`src/hw/rtl/ids_pkg.sv`:
```
// Shared types, constants and character-class helpers for the include directive scanner.
`timescale 1ns / 1ps

package ids_pkg;

  // Byte position counter width; the reported offset is always HASH_BITS wide.
  localparam int OFFSET_BITS = 24;
  localparam int HASH_BITS   = 24;
  localparam int TDATA_BITS  = 32;
  localparam int TUSER_BITS  = 3;

  // Characters the lexer and matcher look for.
  localparam logic [7:0] CH_HASH   = 8'h23;
  localparam logic [7:0] CH_DQUOTE = 8'h22;
  localparam logic [7:0] CH_SQUOTE = 8'h27;
  localparam logic [7:0] CH_SLASH  = 8'h2F;
  localparam logic [7:0] CH_STAR   = 8'h2A;
  localparam logic [7:0] CH_BSLASH = 8'h5C;
  localparam logic [7:0] CH_LF     = 8'h0A;
  localparam logic [7:0] CH_CR     = 8'h0D;
  localparam logic [7:0] CH_SPACE  = 8'h20;
  localparam logic [7:0] CH_UNDER  = 8'h5F;

  typedef struct packed {
    logic                 path_byte_valid;
    logic [7:0]           path_char;
    logic                 directive_done;
    logic                 was_quoted;
    logic [HASH_BITS-1:0] hash_offset;
  } result_t;

  function automatic logic is_ws(input logic [7:0] c);
    return (c == CH_SPACE) || (c >= 8'd9 && c <= 8'd13);
  endfunction

  function automatic logic is_ident(input logic [7:0] c);
    return (c >= 8'h30 && c <= 8'h39) || (c >= 8'h41 && c <= 8'h5A) ||
           (c >= 8'h61 && c <= 8'h7A) || (c == CH_UNDER);
  endfunction

  // Letters of the keyword "include", by position.
  function automatic logic [7:0] word_letter(input logic [2:0] idx);
    logic [7:0] ch;
    unique case (idx)
      3'd0:    ch = 8'h69; // i
      3'd1:    ch = 8'h6E; // n
      3'd2:    ch = 8'h63; // c
      3'd3:    ch = 8'h6C; // l
      3'd4:    ch = 8'h75; // u
      3'd5:    ch = 8'h64; // d
      3'd6:    ch = 8'h65; // e
      default: ch = 8'h00;
    endcase
    return ch;
  endfunction

endpackage

```
`src/hw/rtl/ids_core.sv`:
```
// Lexer state, directive matcher and result generation for one byte per cycle while accept is high.
`timescale 1ns / 1ps

module ids_core
  import ids_pkg::*;
(
  input  logic       clk,
  input  logic       rst_n,
  input  logic       accept,
  input  logic [7:0] code_byte,
  input  logic       final_byte,
  output logic       res_valid,
  output result_t    res
);

  typedef enum logic [2:0] {
    MODE_CODE  = 3'd0,
    MODE_LINE  = 3'd1,
    MODE_BLOCK = 3'd2,
    MODE_STR   = 3'd3,
    MODE_CHR   = 3'd4
  } mode_t;

  // PH_L1..PH_L6 expect the keyword letter at index (phase - 2).
  typedef enum logic [3:0] {
    PH_IDLE    = 4'd0,
    PH_WS1     = 4'd1,
    PH_L1      = 4'd3,
    PH_L2      = 4'd4,
    PH_L3      = 4'd5,
    PH_L4      = 4'd6,
    PH_L5      = 4'd7,
    PH_L6      = 4'd8,
    PH_CHECK   = 4'd9,
    PH_WS2     = 4'd10,
    PH_PATH    = 4'd11,
    PH_PATHESC = 4'd12
  } phase_t;

  mode_t                  mode_r, mode_nxt;
  logic                   slash_r, slash_nxt;
  logic                   star_r, star_nxt;
  logic                   esc_r, esc_nxt;
  logic                   blank_r, blank_nxt;
  phase_t                 ph_r, ph_nxt, ph_m;
  logic [OFFSET_BITS-1:0] start_r, start_nxt;
  logic [OFFSET_BITS-1:0] pos_r, pos_nxt;

  logic       pvalid, done_m, quoted_m, hash_seen, taken, newline;
  logic       fin_done, fin_quoted;
  logic [7:0] close_ch;

  assign newline = (code_byte == CH_LF) || (code_byte == CH_CR);

  // Directive matcher.
  always_comb begin
    ph_m     = ph_r;
    pvalid   = 1'b0;
    done_m   = 1'b0;
    quoted_m = 1'b0;
    unique case (ph_r)
      PH_WS1: begin
        if (!is_ws(code_byte)) begin
          ph_m = (code_byte == word_letter(3'd0)) ? PH_L1 : PH_IDLE;
        end
      end
      PH_L1, PH_L2, PH_L3, PH_L4, PH_L5, PH_L6: begin
        ph_m = (code_byte == word_letter(3'(4'(ph_r) - 4'd2))) ?
               phase_t'(4'(ph_r) + 4'd1) : PH_IDLE;
      end
      PH_CHECK, PH_WS2: begin
        if (ph_r == PH_CHECK && is_ident(code_byte)) begin
          ph_m = PH_IDLE;
        end else if (is_ws(code_byte)) begin
          ph_m = PH_WS2;
        end else if (code_byte == CH_DQUOTE) begin
          ph_m = PH_PATH;
        end else begin
          done_m = 1'b1;
          ph_m   = PH_IDLE;
        end
      end
      PH_PATH: begin
        if (code_byte == CH_DQUOTE) begin
          done_m   = 1'b1;
          quoted_m = 1'b1;
          ph_m     = PH_IDLE;
        end else if (code_byte == CH_BSLASH && !final_byte) begin
          ph_m = PH_PATHESC;
        end else begin
          pvalid = 1'b1;
        end
      end
      PH_PATHESC: begin
        pvalid = 1'b1;
        ph_m   = PH_PATH;
      end
      default: ph_m = PH_IDLE;
    endcase
  end

  // Lexer.
  always_comb begin
    mode_nxt  = mode_r;
    slash_nxt = slash_r;
    star_nxt  = star_r;
    esc_nxt   = esc_r;
    hash_seen = 1'b0;
    taken     = 1'b0;
    close_ch  = (mode_r == MODE_STR) ? CH_DQUOTE : CH_SQUOTE;
    unique case (mode_r)
      MODE_LINE: begin
        if (newline) mode_nxt = MODE_CODE;
      end
      MODE_BLOCK: begin
        if (star_r && code_byte == CH_SLASH) begin
          mode_nxt = MODE_CODE;
          star_nxt = 1'b0;
        end else begin
          star_nxt = (code_byte == CH_STAR);
        end
      end
      MODE_STR, MODE_CHR: begin
        if (esc_r) begin
          esc_nxt = 1'b0;
        end else if (code_byte == CH_BSLASH) begin
          esc_nxt = 1'b1;
        end else if (code_byte == close_ch) begin
          mode_nxt = MODE_CODE;
        end
      end
      default: begin
        mode_nxt = MODE_CODE;
        if (slash_r) begin
          slash_nxt = 1'b0;
          if (code_byte == CH_SLASH) begin
            mode_nxt = MODE_LINE;
            taken    = 1'b1;
          end else if (code_byte == CH_STAR) begin
            mode_nxt = MODE_BLOCK;
            star_nxt = 1'b0;
            taken    = 1'b1;
          end
        end
        if (!taken) begin
          if (code_byte == CH_SLASH) begin
            slash_nxt = 1'b1;
          end else if (code_byte == CH_DQUOTE) begin
            mode_nxt = MODE_STR;
            esc_nxt  = 1'b0;
          end else if (code_byte == CH_SQUOTE) begin
            mode_nxt = MODE_CHR;
            esc_nxt  = 1'b0;
          end else if (code_byte == CH_HASH && blank_r) begin
            hash_seen = 1'b1;
          end
        end
      end
    endcase
  end

  // Directive start, line-start tracking, position and end-of-text close.
  always_comb begin
    ph_nxt    = ph_m;
    start_nxt = start_r;
    if (hash_seen && ph_m == PH_IDLE) begin
      ph_nxt    = PH_WS1;
      start_nxt = pos_r;
    end
    blank_nxt = blank_r;
    if (newline) begin
      blank_nxt = 1'b1;
    end else if (!is_ws(code_byte)) begin
      blank_nxt = 1'b0;
    end
    pos_nxt = (pos_r != '1) ? pos_r + 1'b1 : pos_r;
    fin_done   = final_byte && (ph_nxt == PH_CHECK || ph_nxt == PH_WS2 ||
                                ph_nxt == PH_PATH || ph_nxt == PH_PATHESC);
    fin_quoted = final_byte && (ph_nxt == PH_PATH || ph_nxt == PH_PATHESC);
  end

  always_comb begin
    res_valid           = pvalid || done_m || fin_done;
    res.path_byte_valid = pvalid;
    res.path_char       = pvalid ? code_byte : 8'd0;
    res.directive_done  = done_m || fin_done;
    res.was_quoted      = quoted_m || fin_quoted;
    res.hash_offset     = (done_m || fin_done) ? HASH_BITS'(start_r) : '0;
  end

  always_ff @(posedge clk) begin
    if (!rst_n || (accept && final_byte)) begin
      mode_r  <= MODE_CODE;
      slash_r <= 1'b0;
      star_r  <= 1'b0;
      esc_r   <= 1'b0;
      blank_r <= 1'b1;
      ph_r    <= PH_IDLE;
      start_r <= '0;
      pos_r   <= '0;
    end else if (accept) begin
      mode_r  <= mode_nxt;
      slash_r <= slash_nxt;
      star_r  <= star_nxt;
      esc_r   <= esc_nxt;
      blank_r <= blank_nxt;
      ph_r    <= ph_nxt;
      start_r <= start_nxt;
      pos_r   <= pos_nxt;
    end
  end

endmodule

```
`src/hw/rtl/ids_skid.sv`:
```
// Output register with a skid stage so the input side keeps flowing under back-pressure while the skid stage is empty.
`timescale 1ns / 1ps

module ids_skid
  import ids_pkg::*;
(
  input  logic    clk,
  input  logic    rst_n,
  input  logic    push,
  input  result_t push_res,
  output logic    ready,
  output logic    out_valid,
  input  logic    out_ready,
  output result_t out_res
);

  logic    out_valid_r, skid_valid_r;
  result_t out_r, skid_r;
  logic    pop;

  assign pop       = out_valid_r && out_ready;
  assign ready     = !skid_valid_r;
  assign out_valid = out_valid_r;
  assign out_res   = out_r;

  always_ff @(posedge clk) begin
    if (!rst_n) begin
      out_valid_r  <= 1'b0;
      skid_valid_r <= 1'b0;
    end else if (skid_valid_r) begin
      if (pop) begin
        out_r        <= skid_r;
        skid_valid_r <= 1'b0;
      end
    end else if (push && out_valid_r && !pop) begin
      skid_r       <= push_res;
      skid_valid_r <= 1'b1;
    end else if (push) begin
      out_r       <= push_res;
      out_valid_r <= 1'b1;
    end else if (pop) begin
      out_valid_r <= 1'b0;
    end
  end

endmodule

```
`src/hw/rtl/include_directive_scanner.sv`:
```
// Top level of the comment-aware include directive scanner.
// Results are registered in the output register, or the skid entry if the output stalls.
// Throughput: one byte per cycle while in_tready is high; lexer and matcher update in one
//   pass per byte; the output register and one skid entry absorb a single stalled result.
// Reset: rst_n low (synchronous) returns the scanner to plain code at offset zero and
//   empties the output stages; the byte marked by in_tlast resets the scanner the same way.
`timescale 1ns / 1ps

module include_directive_scanner
  import ids_pkg::*;
(
  input  logic                  clk,
  input  logic                  rst_n,
  // Input requests: one source byte each.
  input  logic                  in_tvalid,
  output logic                  in_tready,
  input  logic [7:0]            in_tdata,  // [7:0] code_byte
  input  logic                  in_tlast,  // final_byte
  // Result requests.
  output logic                  out_tvalid,
  input  logic                  out_tready,
  output logic [TDATA_BITS-1:0] out_tdata, // [7:0] path_char, [31:8] hash_offset
  output logic [TUSER_BITS-1:0] out_tuser  // [0] path_byte_valid, [1] directive_done,
                                           // [2] was_quoted
);

  logic    accept;
  logic    res_valid;
  result_t res;
  result_t out_res;

  // A request is taken whenever the skid stage is free; the scanner state
  // advances on that same edge.
  assign accept = in_tvalid && in_tready;

  ids_core u_core (
    .clk        (clk),
    .rst_n      (rst_n),
    .accept     (accept),
    .code_byte  (in_tdata),
    .final_byte (in_tlast),
    .res_valid  (res_valid),
    .res        (res)
  );

  // Push only bytes that produce a result; the rest update state and vanish.
  ids_skid u_skid (
    .clk       (clk),
    .rst_n     (rst_n),
    .push      (accept && res_valid),
    .push_res  (res),
    .ready     (in_tready),
    .out_valid (out_tvalid),
    .out_ready (out_tready),
    .out_res   (out_res)
  );

  // Pack the result from the lowest bit up.
  assign out_tdata = {out_res.hash_offset, out_res.path_char};
  assign out_tuser = {out_res.was_quoted, out_res.directive_done, out_res.path_byte_valid};

endmodule

```
`config.mk`:
```
export PLATFORM = sky130hd
export DESIGN_NAME = include_directive_scanner
export DESIGN_NICKNAME = d
export VERILOG_FILES = /design/src/hw/rtl/ids_pkg.sv /design/src/hw/rtl/ids_core.sv /design/src/hw/rtl/ids_skid.sv /design/src/hw/rtl/include_directive_scanner.sv
export SDC_FILE = /design/constraint.sdc
export NUM_CORES = 1
export LEC_CHECK = 0
export BUFFER_PORTS_ARGS = -buffer_cell sky130_fd_sc_hd__buf_2
export CORE_MARGIN = 10
export CORE_UTILIZATION = 40
export DETAILED_ROUTE_END_ITERATION = 8
export PLACE_DENSITY = 0.6
export SYNTH_ARGS = -nofsm -noshare
export SYNTH_HDL_FRONTEND = slang
export SYNTH_SLANG_ARGS = --single-unit
```
`constraint.sdc`:
```
create_clock -name clk -period 5.5 [get_ports clk]
set_clock_uncertainty 0.05 [all_clocks]
set_input_delay 0.55 -clock clk [delete_from_list [all_inputs] [get_ports clk]]
set_output_delay 0.55 -clock clk [all_outputs]
set_load 0.03 [all_outputs]
```
==> Word level (Yosys, flattened, before mapping) <==
Cells that the tools add are included.
{ "totals": {"regBits": 131, "out_inout_bits": 37} }
{ "classes": {"bitwise_logic": 5, "muxes": 72, "addsub": 3, "reduce_logical": 58, "n_eq_ne": 50, "order_cmp": 8} }
{ "op_table": {"columns": ["cell", "count"], "rows": [
  ["35-bit 2-to-1 mux", 4],
  ["7-bit one-hot mux with 7 select lines", 1],
  ["8-bit by 6-bit equality test with 1-bit output (second input constant)", 6],
  ["4-bit equality test (second input constant)", 9],
  ["1-bit 2-to-1 mux", 36],
  ["3-bit 2-to-1 mux", 12],
  ["4-bit 2-to-1 mux", 8],
  ["24-bit by 1-bit adder with 24-bit output (second input constant)", 1],
  ["8-bit by 7-bit equality test with 1-bit output (second input constant)", 3],
  ["24-bit 2-to-1 mux", 1],
  ["24-bit != test (second input constant)", 1],
  ["4-bit one-hot mux with 5 select lines", 1],
  ["1-bit logical AND", 17],
  ["4-bit by 3-bit equality test with 1-bit output (second input constant)", 4],
  ["8-bit by 4-bit equality test with 1-bit output (second input constant)", 2],
  ["8-bit equality test", 2],
  ["8-bit by 7-bit >= comparator with 1-bit output (second input constant)", 2],
  ["8-bit by 7-bit <= comparator with 1-bit output (second input constant)", 2],
  ["8-bit 2-to-1 mux", 2],
  ["1-bit logical OR", 14],
  ["3-bit by 2-bit equality test with 1-bit output (second input constant)", 4],
  ["3-bit equality test (second input constant)", 4],
  ["2-bit by 1-bit != test with 1-bit output (second input constant)", 6],
  ["2-bit != test (second input constant)", 5],
  ["27 further kinds", 49]
]} }

==> Depth between registers and ports, before layout <==
{ "depth": {"word_depth": 22, "ltp_mapped": 12} }

==> Modules after synthesis <==
A second synthesis with hierarchy kept.
{ "hier_totals": {"hier_cells": 595, "area_unflattened_um2": 6206.0} }
{ "by_module_without_submodules": {"columns": ["module", "area_each_um2", "instances", "cells_per_inst"], "rows": [
  ["ids_core", 3545.9, 1, 470],
  ["ids_skid", 2647.5, 1, 123],
  ["include_directive_scanner", 12.5, 1, 2]
]} }

==> Least setup slack after synthesis <==
No wires, ideal clock.
{ "synth_path": {"kind": "reg-to-reg", "start": "register u_core.ph_r[0]", "end": "register u_skid.out_r, in the netlist u_skid.out_res[0], enable pin", "arrival_time_ns": 4.866, "period_less_slack_ns": 5.392, "stages_incl_launch_ff": 11, "n_path_buf": 0, "required_ns": 4.974, "path_slack_ns": 0.108, "path_cell_list": "dfxtp_1 > inv_1 > ha_1 > or3_1 > a21oi_1 > xnor2_1 > a211oi_4 > o21ai_1 > xor2_2 > a211oi_2 > o21ai_0"} }
{ "synth_between": {"elab_chain_len": 21, "word_cells_on_any_way": 54, "classes_between": "2 x add/sub; 23 x eq/ne; 12 x mux; 17 x reduce/logical"} }
{ "synth_lines": {"columns": ["element", "line", "rtl"], "rows": [
  ["start: declaration", "ids_core.sv:45", "phase_t ph_r, ph_nxt, ph_m;"],
  ["start signal: assignment", "ids_core.sv:207", "ph_r <= ph_nxt;"],
  ["3-bit by 2-bit subtractor with 3-bit output", "ids_core.sv:68", "ph_m = (code_byte == word_letter(3'(4'(ph_r) - 4'd2))) ?"],
  ["3-bit equality test (tied with other cells)", "ids_pkg.sv:44", "unique case (idx)"],
  ["7-bit one-hot mux with 7 select lines", "ids_pkg.sv:44", null],
  ["8-bit 2-to-1 mux", "ids_core.sv:61", "unique case (ph_r)"],
  ["8-bit equality test", "ids_core.sv:68", null],
  ["4-bit 2-to-1 mux", "ids_core.sv:68", null],
  ["4-bit one-hot mux with 5 select lines", "ids_core.sv:61", null],
  ["4-bit zero test", "ids_core.sv:166", "if (hash_seen && ph_m == PH_IDLE) begin"],
  ["[... 3 more ...]", null, null],
  ["1-bit logical OR (2 in a row)", "ids_core.sv:177", "fin_done = final_byte && (ph_nxt == PH_CHECK || ph_nxt == PH_WS2 ||"],
  ["1-bit logical OR", "ids_core.sv:178", "ph_nxt == PH_PATH || ph_nxt == PH_PATHESC);"],
  ["1-bit logical AND", "ids_core.sv:177", null],
  ["1-bit logical OR (*)", "ids_core.sv:183", "res_valid = pvalid || done_m || fin_done;"],
  ["1-bit logical AND (*)", "include_directive_scanner.sv:50", ".push (accept && res_valid),"],
  ["1-bit logical AND (2 in a row)", "ids_skid.sv:35", "end else if (push && out_valid_r && !pop) begin"],
  ["2-bit by 1-bit != test with 1-bit output (no source line)", null, null],
  ["4-bit AND reduction (no source line) (*)", null, null],
  ["end signal: assignment", "ids_skid.sv:32", "out_r <= skid_r;"],
  ["end signal: assignment", "ids_skid.sv:39", "out_r <= push_res;"],
  ["end: declaration", "ids_skid.sv:18", "result_t out_r, skid_r;"]
]} }
Mark *: on every way between the ends. The rest lies on a longest branch, timed or not. The select of a mux whose other input is x is not followed.
A chain may end at the register's enable or synchronous reset.

==> Worst setup path after layout <==
Same ends and word-level chain as after synthesis.

==> flow_summary.ini <==
[die]
die_h_um = 145
die_area_um2 = 21000
placeableCoreArea_um2 = 15300
die_x_um = 145
num_rows = 45
initial_utilization_pct = 41.0
pin_count = 50

[synthesis]
synth-simple-area-share_pct = 24.1
ys_async_sr_fraction_pct = 0
synth_nets = 665
synth.avg_cell_area_um2 = 9.69
yosys-mux-area-fraction_pct = 2.42
synth_compound_gate_area_share_pct = 11.3
ys_warn_count = 0
netlist_area_um2 = 6250
synth_seq_area_share_pct = 53.2
synthAdderAreaFrac_pct = 1.40
synth_xor_area_share_pct = 4.33
synthFlopType = edfxtp_1
synth_edf_count = 70
yosys_register_bits = 131
synth_top_family_by_area = simple AND/OR/NAND/NOR gates
synthDistinctLibCells = 61
synth_cells = 645

[critical_path]
worst_r2r_endpoint = u_skid.out_res[0]
crit_path_start_kind = flip-flop
crit_arrival_ns = 3.97
cp_max_fo = 35
r2r_slack_ns = 1.50
path_class = reg -> reg
rr_startpoint = u_core.ph_r[0]
endpoint_kind = flip-flop
crit_required_ns = 5.48
reg2reg_depth = 10

[power_and_ir_drop]
power_density_nw_per_um2 = 314
finalPower_mw = 2.29
vdd_drop_max_uv = 187
power.leakage_nw = 2.41

[place]
placed_cells = 874
gp_congestion = 0.869
place_ws_ns = 1.44
port-buffer-count = 49
dp_hpwl_mm = 9.31

[global_route]
grt_pass1_wl_mm = 22.5
first_global_vias = 4402
antenna_found_initial = 0
grt_max_degree = 51
grt_util_all_layers_pct = 12.8
overflow = 0

[timing]
hold_violations = 0
hold_slack_ns = 0.356
slew_headroom_pct = 29.3
period_needed_ns = 4.00
fmax_mhz = 250
finalCritPeriodShare_pct = 72.7
rsz0062_at_grt = false
setup_tns_ns = 0
setup_slack_ns = 1.50
tightest_slew_ns = 1.06
maxSlewViolCount = 0
setup_viol = 0

[min_path]
worstHoldStart = rst_n
min_to = u_core.blank_r
hold_depth = 2
min_path_type = in -> reg

[clock_network]
cts_resized = 0
clk_latency_ns = 0.41
cts_buffer_depth = 2
cts_hold_buf = 0
cts.reportedPaths.clkPinSlew_ns = 0.06
post_cts_buffers = 0
cts.sinks = 131
cts_max_level = 4
ctsRootBufferMaster = clkbuf_16
cts_tree = done
cts_made_buffers = 17

[drt]
drtAntennaViolNets = 0
vias_per_cell = 5.05
vias = 4579
drc = 0
first_iter_violations = 334
wire_per_inst_um = 14.8
firstDrtPassIters = 4
wirelength_mm = 13.5

[finish]
n_antenna_cell = 0
nNetsFinal = 702
drive_gt1_share_pct = 15.8
area_growth_pct = 16.5
most-common-layout-cells = 131 x nand2_1, 70 x edfxtp_1, 61 x dfxtp_1, 49 x buf_2, 48 x nor2_1
layout_commonest_cell = nand2_1
layoutNonFillerInstCount = 906

[run_status]
outcome = completed

[job]
drv_cap = 0
## power breakdown
| group | internal [mW] | leakage [nW] | switching, mW |
|---|---|---|---|
| Sequential | 1.02 | 1.09 | 0.00363 |
| Clock | 0.762 | 0.297 | 0.422 |
| Combinational | 0.0235 | 1.02 | 0.0518 |
| Total | 1.81 | 2.41 | 0.477 |
## synthesized netlist by cell type, types with 9 or more instances
cell type  number  share of area (%)
a21oi_1        42                3.4
and2_1         13                1.3
clkbuf_1       26                1.6
dfxtp_1        61                 20
edfxtp_1       70                 34
inv_1          10               0.60
mux2_2          9                1.6
nand2_1       131                7.9
nand3_1        15                1.2
nand4_1        12                1.2
nor2_1         48                2.9
nor2b_1        29                2.9
nor3_1         12               0.96
o21ai_0        15                1.2
o21ai_1        26                2.1
xor2_1         21                2.9
## registers in the layout (all words and copies together) (netlist names)
name / flops
u_skid.out_res: 35
u_skid.skid_r: 35
u_core.pos_r: 24
u_core.start_r: 24
u_core.ph_r: 4
u_core.mode_r: 3
u_core.blank_r: 1
u_core.esc_r: 1
u_core.slash_r: 1
u_core.star_r: 1
u_skid.out_valid: 1
u_skid.skid_valid_r: 1
## worst max-delay path, stage by stage (launching register included)
cell and delay (ns):
dfxtp_1 0.45, inv_1 0.18, ha_1 0.30, or3_1 0.38, a21oi_1 0.18, xnor2_1 0.12, a211oi_4 0.38, o21ai_1 0.24
xor2_2 0.26, a211oi_2 0.18, o21ai_4 0.86
## worst max-delay path by stage
stage | startpoint | end | cells past startpoint
3_3_place_gp | u_core.ph_r[0] | u_skid.out_res[3] | 10
5_1_grt | u_core.ph_r[0] | u_skid.out_res[0] | 10
4_1_cts | u_core.ph_r[0] | u_skid.out_res[0] | 10
6_report | u_core.ph_r[0] | u_skid.out_res[0] | 10
2_1_floorplan | u_core.ph_r[0] | u_skid.out_res[0] | 10
3_5_place_dp | u_core.ph_r[0] | u_skid.out_res[14] | 10
## layer usage
metal	track usage (%)	share of wire (%)
met5	0	0
met4	4.29	0.83
met3	3.23	4.3
met2	20.1	46
met1	16.7	49
## kinds of logic (layout without fill, tap and decap cells)
family	Yosys count	count (layout)
simple gates	305	305
mux	14	14
xor+xnor	30	30
compound gates	113	113
flops	131	131
fa+ha+maj	7	7
buf+inv	45	95
## per-stage QoR
stage	instance area (um^2)	util [%]
2_1_floorplan	6250	-
3_3_place_gp	6650	43.6
4_1_cts	7280	47.7
5_1_grt	7280	47.7
3_5_place_dp	6650	43.6
6_report	7280	47.7
## final cells by class
| type | instances | area (um^2) |
|---|---|---|
| Timing Repair Buffer | 53 | 275 |
| Clock inverter | 15 | 206 |
| Clock buffer | 17 | 425 |
| Fill cell | 1441 | 7980 |
| Inverter | 10 | 37.5 |
| Multi-Input combinational cell | 469 | 2750 |
| Sequential cell | 131 | 3320 |
| Tap cell | 211 | 264 |
Power figures use the tool's default switching activity.
